$ cat src/design/pkseg_pkg.sv
`timescale 1ns / 1ps
// ----------------------------------------------------------------------------
// pkseg_pkg
// Shared constants and types for the packet segmenter.
// ----------------------------------------------------------------------------
package pkseg_pkg;

    localparam int unsigned HDR_BYTES        = 28;
    localparam int unsigned HDR_IDX_W        = $clog2(HDR_BYTES);
    localparam int unsigned QUEUE_DEPTH      = 2;
    localparam logic [15:0] MBS_RESET        = 16'd1500;
    localparam logic [15:0] MBS_MIN          = 16'(HDR_BYTES + 1);
    localparam logic [1:0]  ADDR_BLOCK_LIMIT = 2'd0;

    typedef struct packed {
        logic [7:0]  data_byte;
        logic        is_header;
        logic        block_end;
        logic        packet_end;
        logic [63:0] seq;
        logic [31:0] total;
        logic [31:0] offset;
        logic [31:0] number;
        logic [31:0] count;
        logic [15:0] len;
    } t_cmd;

endpackage

$ cat src/design/pkseg_div.sv
`timescale 1ns / 1ps
// ----------------------------------------------------------------------------
// pkseg_div
// Restoring divider, one quotient bit per cycle, 32 by 16 bits.
// ----------------------------------------------------------------------------
module pkseg_div
    import pkseg_pkg::*;
(
    input  logic        i_clk,
    input  logic        i_rst_n,
    input  logic        i_start,
    input  logic [31:0] i_dividend,
    input  logic [15:0] i_divisor,
    output logic        o_done,
    output logic [31:0] o_quotient,
    output logic [15:0] o_remainder
);

    logic        r_busy;
    logic        r_done;
    logic [4:0]  r_cnt;
    logic [15:0] r_rem;
    logic [31:0] r_quo;
    logic [15:0] r_div;
    logic [16:0] w_trial;
    logic [16:0] w_diff;
    logic        w_bit;

    assign w_trial = {r_rem, r_quo[31]};
    assign w_diff  = w_trial - {1'b0, r_div};
    assign w_bit   = (w_trial >= {1'b0, r_div});

    always_ff @(posedge i_clk) begin
        if (!i_rst_n) begin
            r_busy <= 1'b0;
            r_done <= 1'b0;
            r_cnt  <= '0;
        end else begin
            r_done <= 1'b0;
            if (i_start) begin
                r_busy <= 1'b1;
                r_cnt  <= '0;
            end else if (r_busy) begin
                r_cnt <= r_cnt + 5'd1;
                if (r_cnt == 5'd31) begin
                    r_busy <= 1'b0;
                    r_done <= 1'b1;
                end
            end
        end
    end

    always_ff @(posedge i_clk) begin
        if (i_start) begin
            r_rem <= '0;
            r_quo <= i_dividend;
            r_div <= i_divisor;
        end else if (r_busy) begin
            r_rem <= w_bit ? w_diff[15:0] : w_trial[15:0];
            r_quo <= {r_quo[30:0], w_bit};
        end
    end

    assign o_done      = r_done;
    assign o_quotient  = r_quo;
    assign o_remainder = r_rem;

endmodule

$ cat src/design/pkseg_fifo.sv
`timescale 1ns / 1ps
// ----------------------------------------------------------------------------
// pkseg_fifo
// Short command queue between the front and back parts.
// ----------------------------------------------------------------------------
module pkseg_fifo
    import pkseg_pkg::*;
#(
    parameter int unsigned DEPTH = QUEUE_DEPTH
) (
    input  logic i_clk,
    input  logic i_rst_n,
    input  logic i_push,
    input  t_cmd i_cmd,
    output logic o_full,
    input  logic i_pop,
    output t_cmd o_cmd,
    output logic o_empty
);

    localparam int unsigned PTR_W = (DEPTH > 1) ? $clog2(DEPTH) : 1;
    localparam int unsigned CNT_W = $clog2(DEPTH + 1);

    t_cmd             r_mem [DEPTH];
    logic [PTR_W-1:0] r_wr_ptr;
    logic [PTR_W-1:0] r_rd_ptr;
    logic [CNT_W-1:0] r_count;
    logic             w_push;
    logic             w_pop;

    assign o_full  = (r_count == CNT_W'(DEPTH));
    assign o_empty = (r_count == '0);
    assign w_push  = i_push && !o_full;
    assign w_pop   = i_pop && !o_empty;
    assign o_cmd   = r_mem[r_rd_ptr];

    always_ff @(posedge i_clk) begin
        if (!i_rst_n) begin
            r_wr_ptr <= '0;
            r_rd_ptr <= '0;
            r_count  <= '0;
        end else begin
            if (w_push) begin
                r_wr_ptr <= (r_wr_ptr == PTR_W'(DEPTH - 1)) ? '0 : r_wr_ptr + PTR_W'(1);
            end
            if (w_pop) begin
                r_rd_ptr <= (r_rd_ptr == PTR_W'(DEPTH - 1)) ? '0 : r_rd_ptr + PTR_W'(1);
            end
            if (w_push && !w_pop) begin
                r_count <= r_count + CNT_W'(1);
            end else if (w_pop && !w_push) begin
                r_count <= r_count - CNT_W'(1);
            end
        end
    end

    always_ff @(posedge i_clk) begin
        if (w_push) begin
            r_mem[r_wr_ptr] <= i_cmd;
        end
    end

endmodule

$ cat src/design/pkseg_front.sv
`timescale 1ns / 1ps
// ----------------------------------------------------------------------------
// pkseg_front
// Accepts payload bytes, tracks packet and block state, queues commands.
// ----------------------------------------------------------------------------
module pkseg_front
    import pkseg_pkg::*;
(
    input  logic        i_clk,
    input  logic        i_rst_n,
    input  logic        i_tvalid,
    output logic        o_tready,
    input  logic [7:0]  i_payload_byte,
    input  logic [31:0] i_packet_bytes,
    input  logic [15:0] i_block_limit,
    output logic        o_push,
    output t_cmd        o_cmd,
    input  logic        i_full
);

    typedef enum logic [1:0] {
        S_RUN,
        S_DIV,
        S_PUSH
    } t_state;

    t_state      r_state,        n_state;
    logic [63:0] r_seq,          n_seq;
    logic [31:0] r_total,        n_total;
    logic [31:0] r_remaining,    n_remaining;
    logic [31:0] r_offset,       n_offset;
    logic [31:0] r_number,       n_number;
    logic [31:0] r_block_total,  n_block_total;
    logic [15:0] r_block_left,   n_block_left;
    logic [7:0]  r_byte,         n_byte;

    logic        w_first;
    logic        w_step;
    logic        w_div_start;
    logic        w_div_done;
    logic [31:0] w_quo;
    logic [15:0] w_rem;
    logic [15:0] w_psize;
    logic [15:0] w_mbs;
    logic        w_hdr;
    logic [15:0] w_len;
    logic [31:0] w_offset;
    logic [15:0] w_bl_new;
    logic [31:0] w_rem_new;
    logic        w_be;
    logic        w_pe;

    pkseg_div u_div (
        .i_clk       (i_clk),
        .i_rst_n     (i_rst_n),
        .i_start     (w_div_start),
        .i_dividend  (i_packet_bytes),
        .i_divisor   (w_psize),
        .o_done      (w_div_done),
        .o_quotient  (w_quo),
        .o_remainder (w_rem)
    );

    assign w_mbs    = (i_block_limit < MBS_MIN) ? MBS_MIN : i_block_limit;
    assign w_psize  = w_mbs - 16'(HDR_BYTES);
    assign w_first  = (r_remaining == '0);
    assign o_tready = (r_state == S_RUN) && (w_first || !i_full);

    assign w_hdr     = (r_block_left == '0);
    assign w_len     = !w_hdr ? r_block_left :
                       (r_remaining < {16'd0, w_psize}) ? r_remaining[15:0] : w_psize;
    assign w_offset  = w_hdr ? (r_total - r_remaining) : r_offset;
    assign w_bl_new  = w_len - 16'd1;
    assign w_rem_new = r_remaining - 32'd1;
    assign w_be      = (w_bl_new == '0);
    assign w_pe      = (w_rem_new == '0);

    always_comb begin
        n_state       = r_state;
        n_seq         = r_seq;
        n_total       = r_total;
        n_remaining   = r_remaining;
        n_offset      = r_offset;
        n_number      = r_number;
        n_block_total = r_block_total;
        n_block_left  = r_block_left;
        n_byte        = r_byte;
        w_step        = 1'b0;
        w_div_start   = 1'b0;

        unique case (r_state)
            S_RUN: begin
                if (i_tvalid && o_tready) begin
                    if (w_first) begin
                        if (i_packet_bytes != '0) begin
                            n_total      = i_packet_bytes;
                            n_remaining  = i_packet_bytes;
                            n_number     = '0;
                            n_offset     = '0;
                            n_block_left = '0;
                            n_byte       = i_payload_byte;
                            n_state      = S_DIV;
                        end
                    end else begin
                        w_step = 1'b1;
                    end
                end
            end
            S_DIV: begin
                if (w_div_done) begin
                    n_block_total = w_quo + {31'd0, (w_rem != '0)};
                    n_state       = S_PUSH;
                end
            end
            S_PUSH: begin
                if (!i_full) begin
                    w_step  = 1'b1;
                    n_state = S_RUN;
                end
            end
            default: begin
                n_state = S_RUN;
            end
        endcase

        if (r_state == S_RUN && n_state == S_DIV) begin
            w_div_start = 1'b1;
        end

        if (w_step) begin
            n_remaining  = w_rem_new;
            n_offset     = w_offset;
            n_block_left = w_pe ? 16'd0 : w_bl_new;
            if (w_be) begin
                n_number = r_number + 32'd1;
            end
            if (w_pe) begin
                n_seq = r_seq + 64'd1;
            end
        end
    end

    always_comb begin
        o_push           = w_step;
        o_cmd.data_byte  = (r_state == S_PUSH) ? r_byte : i_payload_byte;
        o_cmd.is_header  = w_hdr;
        o_cmd.block_end  = w_be;
        o_cmd.packet_end = w_pe;
        o_cmd.seq        = r_seq;
        o_cmd.total      = r_total;
        o_cmd.offset     = w_offset;
        o_cmd.number     = r_number;
        o_cmd.count      = r_block_total;
        o_cmd.len        = w_len;
    end

    always_ff @(posedge i_clk) begin
        if (!i_rst_n) begin
            r_state       <= S_RUN;
            r_seq         <= '0;
            r_total       <= '0;
            r_remaining   <= '0;
            r_offset      <= '0;
            r_number      <= '0;
            r_block_total <= '0;
            r_block_left  <= '0;
            r_byte        <= '0;
        end else begin
            r_state       <= n_state;
            r_seq         <= n_seq;
            r_total       <= n_total;
            r_remaining   <= n_remaining;
            r_offset      <= n_offset;
            r_number      <= n_number;
            r_block_total <= n_block_total;
            r_block_left  <= n_block_left;
            r_byte        <= n_byte;
        end
    end

endmodule

$ cat src/design/pkseg_back.sv
`timescale 1ns / 1ps
// ----------------------------------------------------------------------------
// pkseg_back
// Pops queued commands and emits header and payload bytes on the output.
// ----------------------------------------------------------------------------
module pkseg_back
    import pkseg_pkg::*;
(
    input  logic       i_clk,
    input  logic       i_rst_n,
    input  logic       i_empty,
    input  t_cmd       i_cmd,
    output logic       o_pop,
    output logic       o_tvalid,
    input  logic       i_tready,
    output logic [7:0] o_out_byte,
    output logic       o_is_header,
    output logic       o_block_end,
    output logic       o_packet_end,
    output logic       o_last
);

    typedef enum logic [1:0] {
        S_IDLE,
        S_HDR,
        S_PAY
    } t_state;

    localparam logic [HDR_IDX_W-1:0] HDR_LAST = HDR_IDX_W'(HDR_BYTES - 1);

    t_state               r_state,      n_state;
    t_cmd                 r_cmd,        n_cmd;
    logic [HDR_IDX_W-1:0] r_idx,        n_idx;
    logic                 r_tvalid,     n_tvalid;
    logic [7:0]           r_out_byte,   n_out_byte;
    logic                 r_is_header,  n_is_header;
    logic                 r_block_end,  n_block_end;
    logic                 r_packet_end, n_packet_end;
    logic                 r_last,       n_last;

    logic                      w_slot;
    logic [HDR_BYTES*8-1:0]    w_hdr_vec;
    logic [7:0]                w_hdr [HDR_BYTES];

    assign w_slot    = !r_tvalid || i_tready;
    assign w_hdr_vec = {r_cmd.seq, r_cmd.total, r_cmd.offset, r_cmd.number,
                        r_cmd.count, 16'd0, r_cmd.len};

    always_comb begin
        for (int i = 0; i < HDR_BYTES; i++) begin
            w_hdr[i] = w_hdr_vec[(HDR_BYTES - 1 - i) * 8 +: 8];
        end
    end

    always_comb begin
        n_state      = r_state;
        n_cmd        = r_cmd;
        n_idx        = r_idx;
        n_tvalid     = r_tvalid && !i_tready;
        n_out_byte   = r_out_byte;
        n_is_header  = r_is_header;
        n_block_end  = r_block_end;
        n_packet_end = r_packet_end;
        n_last       = r_last;
        o_pop        = 1'b0;

        unique case (r_state)
            S_IDLE: begin
                if (!i_empty) begin
                    o_pop   = 1'b1;
                    n_cmd   = i_cmd;
                    n_idx   = '0;
                    n_state = i_cmd.is_header ? S_HDR : S_PAY;
                end
            end
            S_HDR: begin
                if (w_slot) begin
                    n_tvalid     = 1'b1;
                    n_out_byte   = w_hdr[r_idx];
                    n_is_header  = 1'b1;
                    n_block_end  = 1'b0;
                    n_packet_end = 1'b0;
                    n_last       = 1'b0;
                    if (r_idx == HDR_LAST) begin
                        n_state = S_PAY;
                    end else begin
                        n_idx = r_idx + HDR_IDX_W'(1);
                    end
                end
            end
            S_PAY: begin
                if (w_slot) begin
                    n_tvalid     = 1'b1;
                    n_out_byte   = r_cmd.data_byte;
                    n_is_header  = 1'b0;
                    n_block_end  = r_cmd.block_end;
                    n_packet_end = r_cmd.packet_end;
                    n_last       = 1'b1;
                    n_state      = S_IDLE;
                end
            end
            default: begin
                n_state = S_IDLE;
            end
        endcase
    end

    always_ff @(posedge i_clk) begin
        if (!i_rst_n) begin
            r_state  <= S_IDLE;
            r_tvalid <= 1'b0;
            r_idx    <= '0;
        end else begin
            r_state  <= n_state;
            r_tvalid <= n_tvalid;
            r_idx    <= n_idx;
        end
        r_cmd        <= n_cmd;
        r_out_byte   <= n_out_byte;
        r_is_header  <= n_is_header;
        r_block_end  <= n_block_end;
        r_packet_end <= n_packet_end;
        r_last       <= n_last;
    end

    assign o_tvalid     = r_tvalid;
    assign o_out_byte   = r_out_byte;
    assign o_is_header  = r_is_header;
    assign o_block_end  = r_block_end;
    assign o_packet_end = r_packet_end;
    assign o_last       = r_last;

endmodule

$ cat src/design/packet_segmenter.sv
`timescale 1ns / 1ps
// ----------------------------------------------------------------------------
// packet_segmenter
// Splits a byte stream into blocks, each led by a 28-byte big-endian header.
// In the output stage a byte inside a block is first popped, then emitted.
// A byte that opens a block is popped, then its header bytes are emitted, then the byte itself.
// The first byte of a packet first waits for the 32-step block count divider.
// An accepted byte reaches the output through the queue memory, the command register and the output register.
// Reset is synchronous, active low, and clears all packet state; the block limit returns to 1500.
// ----------------------------------------------------------------------------
module packet_segmenter
    import pkseg_pkg::*;
#(
    parameter int unsigned QUEUE_DEPTH_P = QUEUE_DEPTH
) (
    input  logic        i_clk,
    input  logic        i_rst_n,
    input  logic        s_axis_tvalid,
    output logic        s_axis_tready,
    input  logic [39:0] s_axis_tdata,   // payload_byte, packet_bytes
    output logic        m_axis_tvalid,
    input  logic        m_axis_tready,
    output logic [7:0]  m_axis_tdata,   // out_byte
    output logic [2:0]  m_axis_tuser,   // is_header, block_end, packet_end
    output logic        m_axis_tlast,
    input  logic        psel,
    input  logic        penable,
    input  logic        pwrite,
    input  logic [1:0]  paddr,
    input  logic [31:0] pwdata,
    output logic [31:0] prdata,
    output logic        pready
);

    logic [15:0] r_block_limit;
    logic        w_push;
    logic        w_full;
    logic        w_pop;
    logic        w_empty;
    t_cmd        w_cmd_in;
    t_cmd        w_cmd_out;

    assign pready = 1'b1;
    assign prdata = (paddr == ADDR_BLOCK_LIMIT) ? {16'd0, r_block_limit} : 32'd0;

    always_ff @(posedge i_clk) begin
        if (!i_rst_n) begin
            r_block_limit <= MBS_RESET;
        end else if (psel && penable && pwrite && pready && (paddr == ADDR_BLOCK_LIMIT)) begin
            r_block_limit <= pwdata[15:0];
        end
    end

    pkseg_front u_front (
        .i_clk          (i_clk),
        .i_rst_n        (i_rst_n),
        .i_tvalid       (s_axis_tvalid),
        .o_tready       (s_axis_tready),
        .i_payload_byte (s_axis_tdata[7:0]),
        .i_packet_bytes (s_axis_tdata[39:8]),
        .i_block_limit  (r_block_limit),
        .o_push         (w_push),
        .o_cmd          (w_cmd_in),
        .i_full         (w_full)
    );

    pkseg_fifo #(
        .DEPTH (QUEUE_DEPTH_P)
    ) u_fifo (
        .i_clk   (i_clk),
        .i_rst_n (i_rst_n),
        .i_push  (w_push),
        .i_cmd   (w_cmd_in),
        .o_full  (w_full),
        .i_pop   (w_pop),
        .o_cmd   (w_cmd_out),
        .o_empty (w_empty)
    );

    pkseg_back u_back (
        .i_clk        (i_clk),
        .i_rst_n      (i_rst_n),
        .i_empty      (w_empty),
        .i_cmd        (w_cmd_out),
        .o_pop        (w_pop),
        .o_tvalid     (m_axis_tvalid),
        .i_tready     (m_axis_tready),
        .o_out_byte   (m_axis_tdata),
        .o_is_header  (m_axis_tuser[0]),
        .o_block_end  (m_axis_tuser[1]),
        .o_packet_end (m_axis_tuser[2]),
        .o_last       (m_axis_tlast)
    );

endmodule
$ cat config.mk
export PLATFORM = sky130hd
export DESIGN_NAME = packet_segmenter
export DESIGN_NICKNAME = d
export VERILOG_FILES = /design/src/design/pkseg_pkg.sv /design/src/design/pkseg_div.sv /design/src/design/pkseg_fifo.sv /design/src/design/pkseg_front.sv /design/src/design/pkseg_back.sv /design/src/design/packet_segmenter.sv
export SDC_FILE = /design/constraint.sdc
export NUM_CORES = 2
export LEC_CHECK = 0
export BUFFER_PORTS_ARGS = -buffer_cell sky130_fd_sc_hd__buf_2
export CAP_MARGIN = 20
export CELL_PAD_IN_SITES_DETAIL_PLACEMENT = 0
export CELL_PAD_IN_SITES_GLOBAL_PLACEMENT = 2
export CORE_ASPECT_RATIO = 0.9
export CORE_MARGIN = 5
export CORE_UTILIZATION = 40
export CTS_CLUSTER_DIAMETER = 40
export DETAILED_ROUTE_END_ITERATION = 7
export PLACE_DENSITY = 0.83
export RECOVER_POWER = 100
export SETUP_SLACK_MARGIN = 0.3
export SKIP_CTS_REPAIR_TIMING = 1
export SKIP_LAST_GASP = 1
export SYNTH_ARGS = -nofsm -noshare
export SYNTH_HDL_FRONTEND = slang
export SYNTH_SLANG_ARGS = --single-unit
$ cat constraint.sdc
create_clock -name i_clk -period 12.5 [get_ports i_clk]
set_clock_uncertainty 0.2 [all_clocks]
set_input_delay 2.5 -clock i_clk [delete_from_list [all_inputs] [get_ports i_clk]]
set_output_delay 2.5 -clock i_clk [all_outputs]
set_load 0.03 [all_outputs]
**Yosys cells after proc, flatten, opt, wreduce, memory -nomap -nowiden**

Memory sizes are Yosys's and may differ from the RTL's. A register that Yosys moved wholly into a read port is not among the register bits.
Index checks and enable logic that the tools add are counted.

- Flip-flop bits (word level): 579
- Latch bits: 0
- Bits in writable memories: 438
- Bits in read-only memories: 0
- Output and inout bits: 47
- Logic and storage cells: 202
- Memories: 1

- Add/subtract/negate cells: 14
- Multipliers: 0
- Divide/modulo/power cells: 0
- Magnitude comparators: 4
- Eq/ne operators: 13
- Shift operators: 0
- Multiplexer cells: 82
- Bitwise logic cells: 4
- Reductions and logical operators: 48

Memory list:

| memory | depth | width | rd ports | clocked after memory_dff | write ports | line | RTL |
|---|---|---|---|---|---|---|---|
| u_fifo.r_mem | 2 | 219 | 1 | 1 | 1 | pkseg_fifo.sv:24 | `t_cmd r_mem [DEPTH];` |

Operators with widths:

| kind | count |
|---|---|
| 2-to-1 mux 32 bit | 19 |
| 2-to-1 mux 16 bit | 11 |
| adder 64 x 1 -> 64 bit, second input constant | 1 |
| logical NOT 32 bit | 2 |
| binary-select mux 8 bit (select 5 bit) | 1 |
| 2-to-1 mux 8 bit | 5 |
| adder 32 x 1 -> 32 bit | 1 |
| adder 32 x 1 -> 32 bit, second input constant | 1 |
| logical NOT 16 bit | 2 |
| < comparator 32 x 16 -> 1 bit | 1 |
| nonzero test 32 bit | 1 |
| subtractor 32 x 1 -> 32 bit, second input constant | 1 |
| subtractor 32 bit | 1 |
| 2-to-1 mux 2 bit | 12 |
| 2-to-1 mux 1 bit | 22 |
| >= comparator 17 x 16 -> 1 bit | 1 |
| < comparator 16 x 5 -> 1 bit, second input constant | 1 |
| case mux 8 bit (2 select lines) | 1 |
| AND reduction 4 bit | 4 |
| nonzero test 16 bit | 1 |
| nonzero test 2 bit | 8 |
| subtractor 16 x 1 -> 16 bit, second input constant | 1 |
| subtractor 16 bit | 1 |
| subtractor 16 x 5 -> 16 bit, second input constant | 1 |
| other kinds (24) | 65 |

**Depth between registers and ports, before layout**

- Word-level depth: 12
- Depth in mapped cells: 34
- Gate-level depth less buffers: 28

**Hierarchy**

Synthesis repeated with hierarchy kept, for this count alone.

- Cell total of the unflattened synthesis: 3588
- Area, all modules: 45057.0 um2

By module, submodules not included:

| module | instances | cells each | area each (um2) | seq. area each (um2) |
|---|---|---|---|---|
| pkseg_fifo | 1 | 706 | 16119.2 | 13252.7 |
| pkseg_front | 1 | 1970 | 14940.6 | 5004.8 |
| pkseg_back | 1 | 490 | 9302.7 | 7066.8 |
| pkseg_div | 1 | 311 | 3717.3 | 1901.8 |
| packet_segmenter | 1 | 111 | 977.2 | 320.3 |

**Worst setup path before layout**

No wires, ideal clock.

- Kind: input -> register
- Start point: in s_axis_tvalid
- End point: mem u_fifo.r_mem[0][0] in the netlist's numbering, enable pin
- Setup time: 803 ps
- Arrival: 12544 ps
- Data required time: 11497 ps
- Path slack: -1047 ps
- Stages: 6
- Path buffers: 3
- Cell sequence: a21oi_1 or3_1 clkbuf_1 clkbuf_1 clkbuf_1 nor2_1

- Longest elaborated chain between the ends: 6

RTL lines:

| item | line | RTL |
|---|---|---|
| from (decl) | packet_segmenter.sv:18 | `input logic s_axis_tvalid,` |
| logical AND 1 bit | pkseg_front.sv:93 | `if (i_tvalid && o_tready) begin` |
| 2-to-1 mux 1 bit | pkseg_front.sv:93 |  |
| case mux 1 bit (2 select lines) | pkseg_front.sv:91 | `unique case (r_state)` |
| logical AND 1 bit | pkseg_fifo.sv:33 | `assign w_push = i_push && !o_full;` |
| 2-to-1 mux 1 bit | pkseg_fifo.sv:58 | `if (w_push) begin` |
| 2-to-1 mux 1 bit (implied by the code) | pkseg_fifo.sv:59 | `r_mem[r_wr_ptr] <= i_cmd;` |
| to (decl) | pkseg_fifo.sv:24 |  |

No other way between the ends.

**Final worst setup path**

- Start point: in s_axis_tdata[32]
- End point: reg u_front.u_div.r_quo[15], in the netlist u_front.u_div.o_quotient[15], enable pin

- Longest elaborated chain between the ends: 9

RTL lines:

| item | line | RTL |
|---|---|---|
| from (decl) | packet_segmenter.sv:20 | `input logic [39:0] s_axis_tdata,` |
| nonzero test 32 bit | pkseg_front.sv:95 | `if (i_packet_bytes != '0) begin` |
| 2-to-1 mux 2 bit | pkseg_front.sv:95 |  |
| 2-to-1 mux 2 bit | pkseg_front.sv:94 | `if (w_first) begin` |
| 2-to-1 mux 2 bit | pkseg_front.sv:93 |  |
| case mux 2 bit (3 select lines) | pkseg_front.sv:91 |  |
| equality test 2 x 1 -> 1 bit | pkseg_front.sv:126 | `if (r_state == S_RUN && n_state == S_DIV) begin` |
| logical AND 1 bit | pkseg_front.sv:126 |  |
| 2-to-1 mux 1 bit | pkseg_front.sv:126 |  |
| nonzero test 2 bit (no source line) | - |  |
| to (signal assigned) | pkseg_div.sv:56 | `r_quo <= i_dividend;` |
| to (signal assigned) | pkseg_div.sv:60 | `r_quo <= {r_quo[30:0], w_bit};` |
| to (decl) | pkseg_div.sv:23 | `logic [31:0] r_quo;` |

No other way between the ends.
A chain may end at the register's enable or synchronous reset.

==> summary.txt <==
Run status
  – Status: finished with violations
  – Failing checks: capacitance limit, slew limit

CTS
  – Clock-pin slew on the worst setup and hold paths: 0.05 ns
  – Clk Latency, worst-skew pair: 0.71 ns
  – Clock root cell: clkbuf_16
  – CTS Buffer Depth: 3
  – TritonCTS clock tree: done
  – Clock Sinks: 1,018
  – H-tree Lvls: 4
  – Num CTS Buffers: 131

Floorplan
  – Top-Level Pins: 128
  – Initial Utilization: 40.29%
  – Die Y: 324.8 um
  – Num rows: 115
  – Core Footprint: 0.1094 mm^2
  – Die area: 0.1169 mm^2
  – Die X: 359.8 um

Place
  – Gp weighted congestion: 0.8512
  – Dpl hpwl: 72.89 mm
  – Area post-placement: 0.04591 mm^2
  – PortBufs: 94

Detailed routing
  – Routed WL: 110.2 mm
  – Starting DRT DRC Count: 2,178
  – Final ANT Viol Nets: 0
  – WL/cell: 21.19 um
  – Number of remaining DRC errors: 0
  – DR vias: 28,030
  – Vias per cell: 5.388
  – Detailed Routing Iterations Pass 1: 5

Synthesis
  – #FFs+latches synth: 1,018
  – Post-synth ARST share: 0%
  – Sequential area share after synthesis: 62.53%
  – Synthesized netlist cell count: 3,546
  – Syn_area_per_cell: 12.42 um^2
  – Ys flop type: edfxtp_1
  – EDFF count, synth: 716
  – Post-synth cell types: 87
  – Warnings, synthesis: 0
  – Mapped cell area: 0.04406 mm^2

Layout
  – Share of cells above drive strength 1: 15.84%
  – Most common cell after layout, fill and taps aside: edfxtp_1
  – Area delta synth->final: 13.86%
  – Final instance area: 0.05016 mm^2
  – Layout Nets: 3,788
  – Most frequent cells in the layout: edfxtp_1, nand2_1, dfxtp_1

Hold path
  – Hold path cells: 2
  – Min-delay worst type: flip-flop to flip-flop

Worst setup path
  – WS Path Type: primary input to flip-flop
  – Reg2Reg Depth: 25
  – Worst setup SP type: primary input
  – Crit Path Max Fanout: 78
  – CP Data Required Time: 12.46 ns
  – Critical path capture point type: flip-flop
  – Critical path arrival: 10.15 ns

Global routing
  – GRT Util Overall: 18.41%
  – First-pass GRT wire length: 167.0 mm
  – Largest net degree at the start of global routing: 156
  – Vias in the first global route: 26,950
  – Total gr overflow: 0
  – Antenna violations before repair: 2

STA
  – Fmax: 0.09811 GHz
  – Count of final max-slew check failures: 1,321
  – Hold Vio Cnt, Final: 0
  – Final setup viols: 0
  – Worst-Margin Slew: 6.927 ns
  – RSZ-0062 raised after global routing: false
  – Setup TNS: 0 ns
  – Slew margin rel.: -361.8%
  – Final period util: 81.54%
  – Final min period: 10.19 ns

Power and ir drop
  – Leakage power: 0.01774 uW
  – PwrDens: 277.8 mW/mm^2
  – VDD IR max: 0.1687 mV

Job
  – Max cap viols: 26
path summary, 6_finish.rpt:
check,startpoint,end,slack (ns)
worst max-delay path,s_axis_tdata[32],u_front.u_div.o_quotient[15],2.31
worst min-delay path,u_front.r_byte[7],u_front.r_byte[7],0.25
worst max register to register,r_block_limit[14],u_front.r_number[26],2.77
worst min register to register,u_front.r_byte[7],u_front.r_byte[7],0.25
sequential cells by signal (all words and copies together), names as in the netlist, 5 cells and up, named ones only:
register,flops
u_back.o_out_byte,8
u_front.u_div.r_div,16
u_front.r_total,32
u_front.r_number,32
u_back.r_cmd,218
r_block_limit,16
u_fifo.r_mem,438
u_front.r_byte,8
u_front.r_block_left,16
u_front.u_div.o_quotient,32
u_front.r_offset,32
u_back.r_idx,5
u_front.r_block_total,32
u_front.u_div.o_remainder,16
u_front.r_remaining,32
u_front.u_div.r_cnt,5
u_front.r_seq,64
cell type report:
class / count / area (um^2)
fillers: 10000 / 59190
flip-flops and latches: 1018 / 27550
multi-input cells: 2232 / 15280
clock buffers: 162 / 3581
well taps: 1462 / 1829
clock inverters: 80 / 838.3
repair buffers: 127 / 630.6
inverters: 119 / 449.2
diodes: 2 / 5.005
cell usage after synthesis, drive strengths merged (12+ instances only):
cell type	instances	share of area (%)
a21oi	208	2.4
xnor2	81	1.6
nor3	59	0.70
o21ai	131	1.5
buf	44	0.63
or2	21	0.30
nand3	97	1.1
clkbuf	148	1.3
xor2	62	1.2
nand2	393	3.4
nand4	35	0.50
nor4	33	0.50
ha	76	2.2
a21o	48	0.82
o21a	12	0.20
mux4	51	2.6
dfxtp	302	14
nor2	229	2.0
o211ai	13	0.23
a22oi	23	0.39
edfxtp	716	49
mux2	245	6.3
or3	39	0.55
a211oi	55	0.97
inv	117	1.0
mux2i	15	0.34
and3	56	0.80
and2	41	0.58
a31oi	20	0.28
and4	13	0.26
nand2b	25	0.36
metrics by stage:
stage	power [uW]	utilization [%]	hold slack (ns)	instances	setup WS, ns
floorplan	8810	-	0.2249	3561	2.667
global placement	10070	41.97	0.2317	4957	4.057
detailed placement	10150	41.98	0.2404	4958	3.961
CTS	13950	46.03	0.2525	5200	3.920
global route	14700	45.87	0.2664	5200	1.863
finish	13930	45.87	0.2482	5202	2.307
power breakdown:
part           leakage [uW]  switching [uW]  internal (uW)
Combinational       0.00630            2820           1580
Clock               0.00216            1490           2260
Sequential          0.00927             491           5290
cell families (layout without fill, tap and decap cells):
family          Yosys count  count (layout)  share of synthesized area [%]
fa+ha+maj                78              78                          2.249
flops                  1018            1018                          62.53
buf+inv                 311             488                          2.905
simple gates           1073            1073                          11.50
other cells               2              19                        0.01705
mux                     311             311                          9.210
compound gates          610             610                          8.745
xor+xnor                143             143                          2.843
per-layer routing:
| metal | GRT usage, % | vias up | part of all wire (%) |
|---|---|---|---|
| met5 | 0 | - | 0 |
| met4 | 4.247 | 0 | 1.7 |
| met3 | 3.302 | 136 | 6.2 |
| met2 | 27.77 | 768 | 44 |
| met1 | 27.75 | 13880 | 48 |
| li1 | - | 13250 | - |
worst max-delay path, stage by stage:
cell and delay [ns]:
clkbuf_1 0.16, nor4_1 0.35, nand4_1 0.21, o211ai_1 0.75
or2_0 2.31, clkbuf_1 2.86, nand2b_1 0.08, clkbuf_1 0.84
(Power assumes the default switching activity.)
